==> src/hdl/rer_pkg.sv <==
// rer_pkg: shared types and constants for the rotary embedding rotate unit
// no dependencies; imported by the front, queue, back and top-level modules
`timescale 1ns / 1ps

package rer_pkg;

    localparam int DATA_W               = 16;
    localparam int INDEX_W              = 8;
    localparam int HALF_W               = 8;
    localparam int OP_W                 = 2;
    localparam int MAX_HEAD_DIM_DEFAULT = 256;
    localparam int QUEUE_DEPTH_DEFAULT  = 4;

    localparam logic [HALF_W-1:0] HALF_DIM_RESET = 8'd64;

    // operation codes on the input channel
    localparam logic [OP_W-1:0] OP_ROTATE      = 2'd0;
    localparam logic [OP_W-1:0] OP_LOAD_SINE   = 2'd1;
    localparam logic [OP_W-1:0] OP_LOAD_COSINE = 2'd2;
    localparam logic [OP_W-1:0] OP_UNUSED      = 2'd3;

    // item class as decided by the front end
    typedef enum logic [1:0] {
        KIND_ROTATE      = 2'd0,
        KIND_LOAD_SINE   = 2'd1,
        KIND_LOAD_COSINE = 2'd2,
        KIND_ERROR       = 2'd3
    } rer_kind_t;

    localparam int KIND_W = $bits(rer_kind_t);

endpackage

==> src/hdl/rer_queue.sv <==
// rer_queue: small first-in first-out queue between front and back
// depends on rer_pkg for its default depth
`timescale 1ns / 1ps

module rer_queue #(
    parameter int ENTRY_W = 8,
    parameter int DEPTH   = rer_pkg::QUEUE_DEPTH_DEFAULT
) (
    input  logic               aclk,
    input  logic               aresetn,
    input  logic               push,
    input  logic [ENTRY_W-1:0] wr_data,
    output logic               full,
    input  logic               pop,
    output logic               not_empty,
    output logic [ENTRY_W-1:0] rd_data
);
    import rer_pkg::*;

    localparam int PTR_W = (DEPTH > 1) ? $clog2(DEPTH) : 1;
    localparam int CNT_W = $clog2(DEPTH + 1);

    logic [ENTRY_W-1:0] slot_reg [DEPTH];
    logic [PTR_W-1:0]   wr_ptr_reg, wr_ptr_next;
    logic [PTR_W-1:0]   rd_ptr_reg, rd_ptr_next;
    logic [CNT_W-1:0]   count_reg, count_next;

    assign full      = (count_reg == CNT_W'(DEPTH));
    assign not_empty = (count_reg != '0);
    assign rd_data   = slot_reg[rd_ptr_reg];

    always_comb begin
        wr_ptr_next = wr_ptr_reg;
        rd_ptr_next = rd_ptr_reg;
        count_next  = count_reg;
        if (push) begin
            wr_ptr_next = (wr_ptr_reg == PTR_W'(DEPTH - 1)) ? '0 : wr_ptr_reg + 1'b1;
        end
        if (pop) begin
            rd_ptr_next = (rd_ptr_reg == PTR_W'(DEPTH - 1)) ? '0 : rd_ptr_reg + 1'b1;
        end
        if (push && !pop) begin
            count_next = count_reg + 1'b1;
        end else if (pop && !push) begin
            count_next = count_reg - 1'b1;
        end
    end

    always_ff @(posedge aclk) begin
        if (!aresetn) begin
            wr_ptr_reg <= '0;
            rd_ptr_reg <= '0;
            count_reg  <= '0;
        end else begin
            wr_ptr_reg <= wr_ptr_next;
            rd_ptr_reg <= rd_ptr_next;
            count_reg  <= count_next;
        end
    end

    always_ff @(posedge aclk) begin
        if (push) begin
            slot_reg[wr_ptr_reg] <= wr_data;
        end
    end

endmodule

==> config.mk <==
export PLATFORM = sky130hd
export DESIGN_NAME = rer_queue
export DESIGN_NICKNAME = d
export VERILOG_FILES = /design/src/hdl/rer_pkg.sv /design/src/hdl/rer_queue.sv
export SDC_FILE = /design/constraint.sdc
export NUM_CORES = 1
export LEC_CHECK = 0
export BUFFER_PORTS_ARGS = -buffer_cell sky130_fd_sc_hd__buf_4
export CAP_MARGIN = 20
export CORE_ASPECT_RATIO = 0.8
export CORE_MARGIN = 3
export CORE_UTILIZATION = 40
export CTS_BUF_LIST = sky130_fd_sc_hd__clkbuf_16
export CTS_CLUSTER_SIZE = 24
export DETAILED_ROUTE_END_ITERATION = 10
export PLACE_DENSITY = 0.63
export SETUP_SLACK_MARGIN = 0.4
export SLEW_MARGIN = 30
export SYNTH_ARGS = -nofsm -noshare
export SYNTH_HDL_FRONTEND = slang
export SYNTH_SLANG_ARGS = --single-unit
==> constraint.sdc <==
create_clock -name aclk -period 1.95 [get_ports aclk]
set_input_delay 0.195 -clock aclk [delete_from_list [all_inputs] [get_ports aclk]]
set_output_delay 0.195 -clock aclk [all_outputs]
set_load 0.01 [all_outputs]
==> results.toml <==
[setup_path]
worstPathArrival_ns = 1.40
critPathLaunchType = "flip-flop"
r2r_start = "count_reg[0]"
critical_path_class = "reg2out"
r2r-end = "count_reg[2]"
endpoint_kind = "output pin"
r2r_cells = 4
rrSetupSlack_ns = 0.48
critPathRequiredTime_ns = 1.75
path_max_fanout = 8

[clock_tree]
cts_tree = "yes"
htreeDepth = 2
clk_latency_ns = 0.27
cts_hold_buf = 0
clk_pin_slew_ns = 0.06
cts.sinks = 41
post-cts-setup-buffers = 0
numCtsBuffers = 5
cts_root_buf = "clkbuf_16"
clockBufferDepth = 2

[run_status]
status = "complete, no violations"

[yosys]
synth_fa_ha_area_frac = 0.0588
synth.mux.area_fraction = 0.136
yosysWarnings = 0
synth_xor_area_frac = 0.0108
syn-num-nets = 105
syn-cell-area_sq_um = 1620
syn_area_per_cell_sq_um = 18.8
ys.flop_type = "edfxtp_1"
syn_inst = 86
synthArstFlopShare = 0
synthTopCellsByArea = "edfxtp_1 59%, dfxtp_1 11%, mux4_2 11%"
yosysSeqAreaShare = 0.706
synth-simple-area-share = 0.0565
netlist.area_leader.share = 0.594
ys_types = 20
synth.ff_latch_count = 41
synth-edff-count = 32
synth-compound-area-share = 0.0124
synth_top_family_by_area = "multiplexers"
synth_area_leader_cell = "edfxtp_1"

[sta]
fin_ws_ns = 0.354
worst_pin_slew_ns = 0.435
hold_viol = 0
post-route-period-util = 0.819
setup_viol = 0
max_slew_margin = 0.710
skew_ns = 0.00226
drv_slew = 0
fmax_ghz = 0.626
rsz0062_at_grt = "true"
setup_tns_ns = 0
min_period_ns = 1.60

[drt]
wl_per_cell_um = 14.5
dr.first_iter.drc_count = 30
drc = 0
ant_nets = 0
vias = 782
via_per_inst = 4.63
totalWireLength_mm = 2.44
drt_first_pass_iters = 4

[global_routing]
grt_remaining_overflow = 0
grt_pass1_wl_mm = 3.98
grt_pass1_vias = 784
antenna_found_initial = 0
grt_max_degree = 15
grt_usage = 0.111

[min_path]
holdPathEnd = "slot_reg[2][1]"
whs_path_depth = 1
min_from = "wr_data[1]"
hp-class = "in2reg"

[power]
p_clk_frac = 0.418
p_seq_frac = 0.467
power.leakage_nw = 0.751
ir_drop_mv = 0.677
comb_power_share = 0.115
power.switching_uw = 453
switching_share = 0.206
internal_power_mw = 1.75
powerDensity_nw_per_um2 = 1070
total_power_mw = 2.20

[floorplanning]
fp.coreArea_sq_um = 3850
die_w_um = 77.1
pin_count = 22
rows = 20
initial_core_util = 0.419
die_h_um = 62.9
die_area_sq_um = 4840

[job]
maxCapViolations = 0

[cells_and_area]
nNetsFinal = 132
diodes = 0
final_cell_area_sq_um = 2050
post-route-util = 0.532
largest_register_ffs = 32
syn_to_final_growth_pct = 26.9
final_layout_size_suffix_gt1_frac = 0.351

[placed_design]
gp_congestion = 0.688
hpwl_mm = 1.73
placed_area_sq_um = 1830
port_buffers = 21
pre_cts_ws_ns = 0.247
-- critical path, stage by stage (launching register included) --
cell     delay, ns
dfxtp_2       0.34
buf_12        0.14
mux4_2        0.52
buf_6         0.14
-- cell type report --
cell class                      instances  area (sq um)
Clock inverter                          3          46.3
Fill cell                             340          1800
Timing Repair Buffer                   22           208
Multi-Input combinational cell         39           444
Clock buffer                            5           125
Sequential cell                        41          1140
Inverter                                4          15.0
Tap cell                               55          68.8
-- per-layer routing --
layer  global-route usage  up-vias  wire (um)
li1                     -      382          -
met1                0.142      387       1110
met2                0.178       11       1240
met3               0.0403        2         80
met4               0.0333        0         12
met5                    0        -          0
-- cell families after synthesis --
family	count (synthesis)
flip-flops	41
multiplexers	12
buffers and inverters	6
XOR/XNOR	2
adder cells (fa/ha/maj)	7
AO/OA/AOI/OAI	3
AND/OR/NAND/NOR	15
-- cells in the final DEF (no fill, tap or decap), types with 2 or more instances in the layout --
master / netlist / layout
dfxtp_2: 0 / 2
or3_1: 2 / 2
edfxtp_1: 32 / 32
buf_4: 0 / 13
buf_6: 1 / 8
inv_1: 4 / 4
nor2b_1: 5 / 5
dfxtp_1: 9 / 7
clkbuf_16: 0 / 5
ha_1: 6 / 6
and2_1: 5 / 5
mux4_2: 8 / 8
mux2i_1: 4 / 4
-- worst max path at each step --
stage,startpoint,end,slack (ns),cells after the start
final,flip-flop,rd_data[5],0.35,3
after global routing,flip-flop,rd_data[7],0.31,3
after CTS,flip-flop,rd_data[7],0.32,3
after detailed placement,pop,count_reg[2],0.25,8
after global placement,pop,count_reg[2],0.31,8
after floorplan,pop,count_reg[2],0.49,7
-- synthesized netlist by cell type (2+ instances only) --
cell type   n
or3_1       2
dfxtp_1     9
nor2b_1     5
mux2i_1     4
ha_1        6
and2_1      5
inv_1       4
edfxtp_1   32
mux4_2      8
-- power groups by stage --
stage | sequential (mW) | clock (mW) | combinational (mW)
finish | 1.03 | 0.919 | 0.252
global route | 1.03 | 0.975 | 0.276
CTS | 1.03 | 0.942 | 0.256
detailed placement | 1.04 | 0 | 0.236
global placement | 1.04 | 0 | 0.226
floorplan | 1.03 | 0 | 0.141
-- stage by stage --
| stage | hold WS [ns] | std cells |
|---|---|---|
| 5_1_grt | 0.114 | 169 |
| 2_1_floorplan | 0.294 | 86 |
| 4_1_cts | 0.114 | 169 |
| 3_3_place_gp | 0.395 | 161 |
| 3_5_place_dp | 0.399 | 161 |
| 6_report | 0.119 | 169 |
-- timing repair --
item	in CTS	in global routing
pin swaps	0	0
setup endpoints to repair	8	8
resized for setup	11	2
Power figures use the tool's default switching activity.
