==> src/hdl/rer_pkg.sv <==
// rer_pkg: shared types and constants for the rotary embedding rotate unit
// no dependencies; imported by the front, queue, back and top-level modules
`timescale 1ns / 1ps

package rer_pkg;

    localparam int DATA_W               = 16;
    localparam int INDEX_W              = 8;
    localparam int HALF_W               = 8;
    localparam int OP_W                 = 2;
    localparam int MAX_HEAD_DIM_DEFAULT = 256;
    localparam int QUEUE_DEPTH_DEFAULT  = 4;

    localparam logic [HALF_W-1:0] HALF_DIM_RESET = 8'd64;

    // operation codes on the input channel
    localparam logic [OP_W-1:0] OP_ROTATE      = 2'd0;
    localparam logic [OP_W-1:0] OP_LOAD_SINE   = 2'd1;
    localparam logic [OP_W-1:0] OP_LOAD_COSINE = 2'd2;
    localparam logic [OP_W-1:0] OP_UNUSED      = 2'd3;

    // item class as decided by the front end
    typedef enum logic [1:0] {
        KIND_ROTATE      = 2'd0,
        KIND_LOAD_SINE   = 2'd1,
        KIND_LOAD_COSINE = 2'd2,
        KIND_ERROR       = 2'd3
    } rer_kind_t;

    localparam int KIND_W = $bits(rer_kind_t);

endpackage

==> src/hdl/rer_front.sv <==
// rer_front: classifies incoming items and works out table addresses
// depends on rer_pkg
`timescale 1ns / 1ps

module rer_front #(
    parameter int MAX_HEAD_DIM = rer_pkg::MAX_HEAD_DIM_DEFAULT,
    parameter int ADDR_W       = $clog2(MAX_HEAD_DIM)
) (
    input  logic [rer_pkg::OP_W-1:0]    operation,
    input  logic [rer_pkg::INDEX_W-1:0] entry_index,
    input  logic signed [15:0]          x_first,
    input  logic signed [15:0]          x_second,
    input  logic signed [15:0]          table_value,
    input  logic [rer_pkg::HALF_W-1:0]  half_dim,
    output logic                        keep,
    output rer_pkg::rer_kind_t          kind,
    output logic [ADDR_W-1:0]           addr_first,
    output logic [ADDR_W-1:0]           addr_second,
    output logic signed [15:0]          x0,
    output logic signed [15:0]          x1
);
    import rer_pkg::*;

    logic [INDEX_W:0] second_sum;
    logic             load_in_range;
    logic             pair_bad;

    assign second_sum    = {1'b0, entry_index} + {1'b0, half_dim};
    assign load_in_range = 32'(entry_index) < 32'(MAX_HEAD_DIM);
    assign pair_bad      = (entry_index >= half_dim) || (32'(second_sum) >= 32'(MAX_HEAD_DIM));

    assign addr_first  = ADDR_W'(entry_index);
    assign addr_second = ADDR_W'(second_sum);

    always_comb begin
        keep = 1'b0;
        kind = KIND_ERROR;
        x0   = x_first;
        x1   = x_second;
        unique case (operation)
            OP_ROTATE: begin
                keep = 1'b1;
                kind = pair_bad ? KIND_ERROR : KIND_ROTATE;
            end
            OP_LOAD_SINE: begin
                // table value rides in the first data slot
                keep = load_in_range;
                kind = KIND_LOAD_SINE;
                x0   = table_value;
            end
            OP_LOAD_COSINE: begin
                keep = load_in_range;
                kind = KIND_LOAD_COSINE;
                x0   = table_value;
            end
            default: begin
                keep = 1'b0;
            end
        endcase
    end

endmodule

==> config.mk <==
export PLATFORM = sky130hd
export DESIGN_NAME = rer_front
export DESIGN_NICKNAME = d
export VERILOG_FILES = /design/src/hdl/rer_pkg.sv /design/src/hdl/rer_front.sv
export SDC_FILE = /design/constraint.sdc
export NUM_CORES = 1
export LEC_CHECK = 0
export BUFFER_PORTS_ARGS = -buffer_cell sky130_fd_sc_hd__buf_2
export CAP_MARGIN = 0
export CORE_MARGIN = 3
export CORE_UTILIZATION = 38
export DETAILED_ROUTE_END_ITERATION = 12
export GPL_ROUTABILITY_DRIVEN = 0
export GPL_TIMING_DRIVEN = 0
export PLACE_DENSITY = 0.9
export RECOVER_POWER = 50
export SYNTH_ARGS = -nofsm -noshare
export SYNTH_HDL_FRONTEND = slang
export SYNTH_SLANG_ARGS = --single-unit
==> constraint.sdc <==
create_clock -name vclk -period 3
set_clock_uncertainty 0.15 [all_clocks]
set_input_delay 0.15 -clock vclk [all_inputs]
set_output_delay 0.15 -clock vclk [all_outputs]
set_load 0.005 [all_outputs]
==> results_dict.tcl, run 1 <==
set metrics [dict create \
    outcome "finished, final reports clean" \
    netlist_area_um2 996 \
    core_um2 2340 \
    crit_required_ns 2.70 \
    relSlewSlack 0.773 \
    overflow 0 \
    syn_inst 124 \
    critPathArrivalTime_ns 1.85 \
    post-route-min-period_ns 2.15 \
    synth.distinct_cells 30 \
    drive_gt1_frac 0.596 \
    swShare 0.433 \
    synth_xor_area_frac 0.0528 \
    synth_nets 210 \
    crit_chain "clkbuf_1, ha_1, fa_1, nand2b_1, a21oi_1, a31oi_1, a31oi_1, a211o_1, buf_2" \
    yosysSeqAreaShare 0 \
    die_x_um 57.2 \
    crit_top_cell "a31oi_1" \
    cp-start-kind "input pin" \
    end_kind "output port" \
    die_h_um 57.2 \
    grt_pass1_wl_um 4770 \
    cts_hold_buf 0 \
    grt_usage 0.174 \
    cts_setup_buffers 0 \
    place.port_buffers 101 \
    total_power_w 0.000263 \
    grt_pass1_vias 1191 \
    yosys.area_share.adder 0.259 \
    firstDrtPassIters 4 \
    synth-compound-area-share 0.153 \
    synth_top_family_by_area "buffers and inverters" \
    p_leak_nw 0.883 \
    routedWlPerCell_um 12.1 \
    placed_cells 253 \
    cts_resized 0 \
    power_frac_comb 1.000 \
    seq_area_um2 0 \
    whs_path_depth 2 \
    cp_max_fo 3 \
    synth_commonest_cells "24 x buf_4, 19 x ha_1, 18 x inv_1" \
    area_growth_syn_to_layout_pct 52.8 \
    worstMarginPinSlew_ns 0.341 \
    clkbuf_count 0 \
    setup_tns_ns 0 \
    min_period_over_period 0.715 \
    seq_cell_count 0 \
    synth.avg_cell_area_um2 8.03 \
    vias_per_cell 4.54 \
    hpwl_um 2880 \
    maxCapViolCount 0 \
    antenna_found_initial 0 \
    num_vias 1149 \
    wirelength_um 3070 \
    path_class "input pin to output port" \
    start_util 0.426 \
    powerDensity_nw_per_um2 173 \
    grt_max_degree 11 \
    synth.area.mux_share 0.181 \
    synth_top_cell_area_share 0.239 \
    rsz0062_at_grt "no" \
    drtIter0Drc 22 \
    fp-row-count 17 \
    fin_cells 253 \
    drv_slew 0 \
    ys_top_cells_by_area "ha_1 24%, buf_4 18%, mux2_2 18%, inv_1 6.8%, xnor2_1 4.4%" \
    dieArea_um2 3270 \
    ios 117 \
    hold_violations 0 \
    whs_ns 0.320 \
    cp_slowest_stage_delay_ns 0.41 \
    final_core_util 0.650 \
    power_switching_w 0.000114 \
    antenna_cells 0 \
    yosysWarnings 0 \
    synthSimpleGateAreaFrac 0.0854 \
    p_int_w 0.000149 \
    yosys.area.top_type "ha_1" \
    power_frac_clock 0 \
    ir_worst_vdd_v 0.000101 \
    nets 313 \
    slowest_stage "fa_1" \
    seq_power_share 0 \
    fmax_mhz 466 \
    drc 0 \
    finalSetupViolCount 0 \
    postRouteAntennaNets 0 \
    yosysMostFrequentCell "buf_4" \
    worstHoldPathType "input pin to output port" \
]
metrics by stage:
step	area, um2	setup slack (ns)
finish	1520	0.855
global route	1520	0.732
CTS	1540	0.836
detailed placement	1540	0.851
global placement	1540	0.852
floorplan	996	1.24
logic make-up (layout without fill, tap and decap cells):
kind of cell	after synthesis	after routing
adder cells (fa/ha/maj)	20	20
multiplexers	16	16
XOR/XNOR	6	6
AO/OA/AOI/OAI	19	19
buffers and inverters	45	146
AND/OR/NAND/NOR	18	18
power by group through the flow:
stage          sequential [W]  combinational [W]  clock, W
3_3_place_gp                0           0.000262         0
5_1_grt                     0           0.000293         0
6_report                    0           0.000263         0
3_5_place_dp                0           0.000269         0
2_1_floorplan               0           0.000154         0
4_1_cts                     0           0.000270         0
placed cells by master, fill, tap and decap left out, types with 2 or more instances in the layout:
cell type	netlist	routed
a21oi_1	5	5
buf_2	1	90
a211o_1	2	2
ha_1	19	19
mux2_2	16	16
inv_1	18	18
nor2b_1	2	2
nand2b_1	2	2
xnor2_1	5	5
a31oi_1	2	2
nor2_1	9	9
clkbuf_4	0	13
clkbuf_1	1	13
o211ai_1	2	2
buf_4	24	11
metal layers:
metal	vias up	global-route usage	wire length, um
met5	-	0	0
met4	0	0.0298	66
met3	4	0.0385	297
met2	60	0.361	1700
met1	492	0.173	1000
li1	593	-	-
area by class of cell:
type	count	area, um2
repair buffers	101	490
fillers	202	818
multi-input cells	79	728
inverters	18	67.6
well taps	28	35.0
plain buffers	27	200
path summary, 6_finish.rpt:
path	to	slack (ns)	start
worst max-delay path	kind[0]	0.85	entry_index[0]
worst min-delay path	x1[5]	0.32	x_second[5]
worst max-delay path: cells and delay by family:
| family | cells | cell delay [ns] |
|---|---|---|
| and+or+nand+nor | 1 | 0.10 |
| AOI/OAI and AO/OA | 4 | 0.72 |
| buffers and inverters | 2 | 0.22 |
| adders and majority gates | 2 | 0.65 |
No activity file was read; power rests on OpenSTA's default activity.
==> run 2: changes to the inputs <==
--- a/config.mk
+++ b/config.mk
@@ -8,11 +8,11 @@
 export BUFFER_PORTS_ARGS = -buffer_cell sky130_fd_sc_hd__buf_2
 export CAP_MARGIN = 0
 export CORE_MARGIN = 3
-export CORE_UTILIZATION = 38
+export CORE_UTILIZATION = 32
 export DETAILED_ROUTE_END_ITERATION = 12
 export GPL_ROUTABILITY_DRIVEN = 0
 export GPL_TIMING_DRIVEN = 0
-export PLACE_DENSITY = 0.9
+export PLACE_DENSITY = 0.81
 export RECOVER_POWER = 50
 export SYNTH_ARGS = -nofsm -noshare
 export SYNTH_HDL_FRONTEND = slang
==> constraint.sdc (replaced) <==
create_clock -name vclk -period 1.9
set_clock_uncertainty 0.15 [all_clocks]
set_input_delay 0.095 -clock vclk [all_inputs]
set_output_delay 0.095 -clock vclk [all_outputs]
set_load 0.005 [all_outputs]
==> results_dict.tcl, run 2 (synthesis gave the netlist of run 1 again) <==
set metrics [dict create \
    postLayoutCellArea_um2 1690 \
    min_period_over_period 0.976 \
    cp_max_fo 3 \
    ios 117 \
    routedWlPerCell_um 12.7 \
    seq_cell_count 0 \
    postPlaceCellArea_um2 1540 \
    drc 0 \
    crit_required_ns 1.65 \
    seq_area_um2 0 \
    drt-met1-wl_um 1200 \
    antenna_cells 0 \
    post-route-min-period_ns 1.85 \
    place.port_buffers 101 \
    whs_ns 0.210 \
    overflow 0 \
    core_um2 2850 \
    met2WireLength_um 1750 \
    hold_end "x1[3]" \
    start_util 0.349 \
    multi_input_area_um2 855 \
    wl_met3_um 308 \
    whs_path_depth 2 \
    wirelength_um 3280 \
    top_layer "met4" \
    min_from "x_second[3]" \
    die_x_um 61.8 \
    p_leak_nw 0.914 \
    drive_gt1_frac 0.674 \
    powerDensity_nw_per_um2 287 \
    area_growth_syn_to_layout_pct 70.1 \
    fp-row-count 19 \
    drtIter0Drc 7 \
    grt_pass1_wl_um 4060 \
    end_kind "output port" \
    final_cell_mix "88 x buf_2, 20 x buf_4, 16 x mux2_2" \
    finalSetupViolCount 0 \
    drv_slew 0 \
    antenna_found_initial 0 \
    cts_hold_buf 0 \
    outcome "finished, final reports clean" \
    firstDrtPassIters 4 \
    vias_per_cell 4.54 \
    die_h_um 61.8 \
    clkbuf_count 0 \
    dieArea_um2 3820 \
    fmax_mhz 539 \
    worstHoldPathType "input pin to output port" \
    nets 315 \
    final_common_cell "buf_2" \
    num_vias 1171 \
    postRouteAntennaNets 0 \
    worstMarginPinSlew_ns 0.266 \
    hpwl_um 2780 \
    num-fill-cells 282 \
    grt_max_degree 11 \
    grt_pass1_vias 984 \
    hold_violations 0 \
    rsz0062_at_grt "yes" \
    maxCapViolCount 0 \
    ir_worst_vdd_v 0.000127 \
    critPathArrivalTime_ns 1.61 \
    grt_usage 0.135 \
    cp-start-kind "input pin" \
    path_class "input pin to output port" \
    relSlewSlack 0.820 \
]
-- run 2: cell count changes in the layout (fill, tap and decap cells not counted), moves of 2 or more --
cell      previous run  this run
a21oi_1              5         3
a21oi_4              0         2
buf_2               90        88
buf_4               11        20
clkbuf_1            13        10
clkbuf_4            13         9
ha_1                19        13
ha_4                 0         6
inv_1               18        15
inv_2                0         3
-- run 2: how the worst max path moves through the flow --
stage | from | to | slack, ns | cells past startpoint
4_1_cts | entry_index[0] | kind[0] | -0.002 | 9
3_5_place_dp | entry_index[0] | kind[0] | -0.15 | 9
6_report | entry_index[0] | kind[1] | 0.05 | 9
5_1_grt | entry_index[2] | kind[0] | -0.04 | 8
3_3_place_gp | entry_index[0] | kind[0] | -0.16 | 9
2_1_floorplan | entry_index[0] | kind[0] | 0.25 | 7
-- run 2: power by group --
| group | internal [W] | switching [W] |
|---|---|---|
| clock network | 0 | 0 |
| logic | 0.000278 | 0.000208 |
| registers | 0 | 0 |
-- run 2: critical path, stage by stage --
cell and delay, ns:
buf_8 0.10, ha_4 0.15, fa_2 0.34, nand2b_1 0.11, a21oi_2 0.08, a31oi_1 0.17, a31oi_1 0.13, a211o_1 0.30
buf_2 0.13
-- run 2: layer usage --
layer | up-vias | global-route usage
met5 | - | 0
met4 | 0 | 0
met3 | 2 | 0.0372
met2 | 44 | 0.236
met1 | 527 | 0.177
li1 | 598 | -
-- run 2: timing repair --
action	4_1_cts	5_1_grt
setup endpoints to repair	10	13
setup buffers	1	3
gates resized for setup	7	22
pin swaps	6	12
endpoints found under the hold margin	0	0
-- run 2: cell type report --
class              instances  share of cell area
multi-input cells         79               0.504
well taps                 31              0.0229
plain buffers             25               0.111
repair buffers           105               0.322
inverters                 18              0.0399
-- run 2: metrics by stage --
stage	total power [W]	utilization	cells	worst slack (ns)	setup TNS, ns
2_1_floorplan	0.000244	-	124	0.249	0
3_3_place_gp	0.000419	0.540	256	-0.156	-0.312
3_5_place_dp	0.000426	0.540	256	-0.147	-0.330
4_1_cts	0.000442	0.557	257	-0.00231	-0.00231
5_1_grt	0.000539	0.594	258	-0.0423	-0.0623
6_report	0.000486	0.594	258	0.0451	0
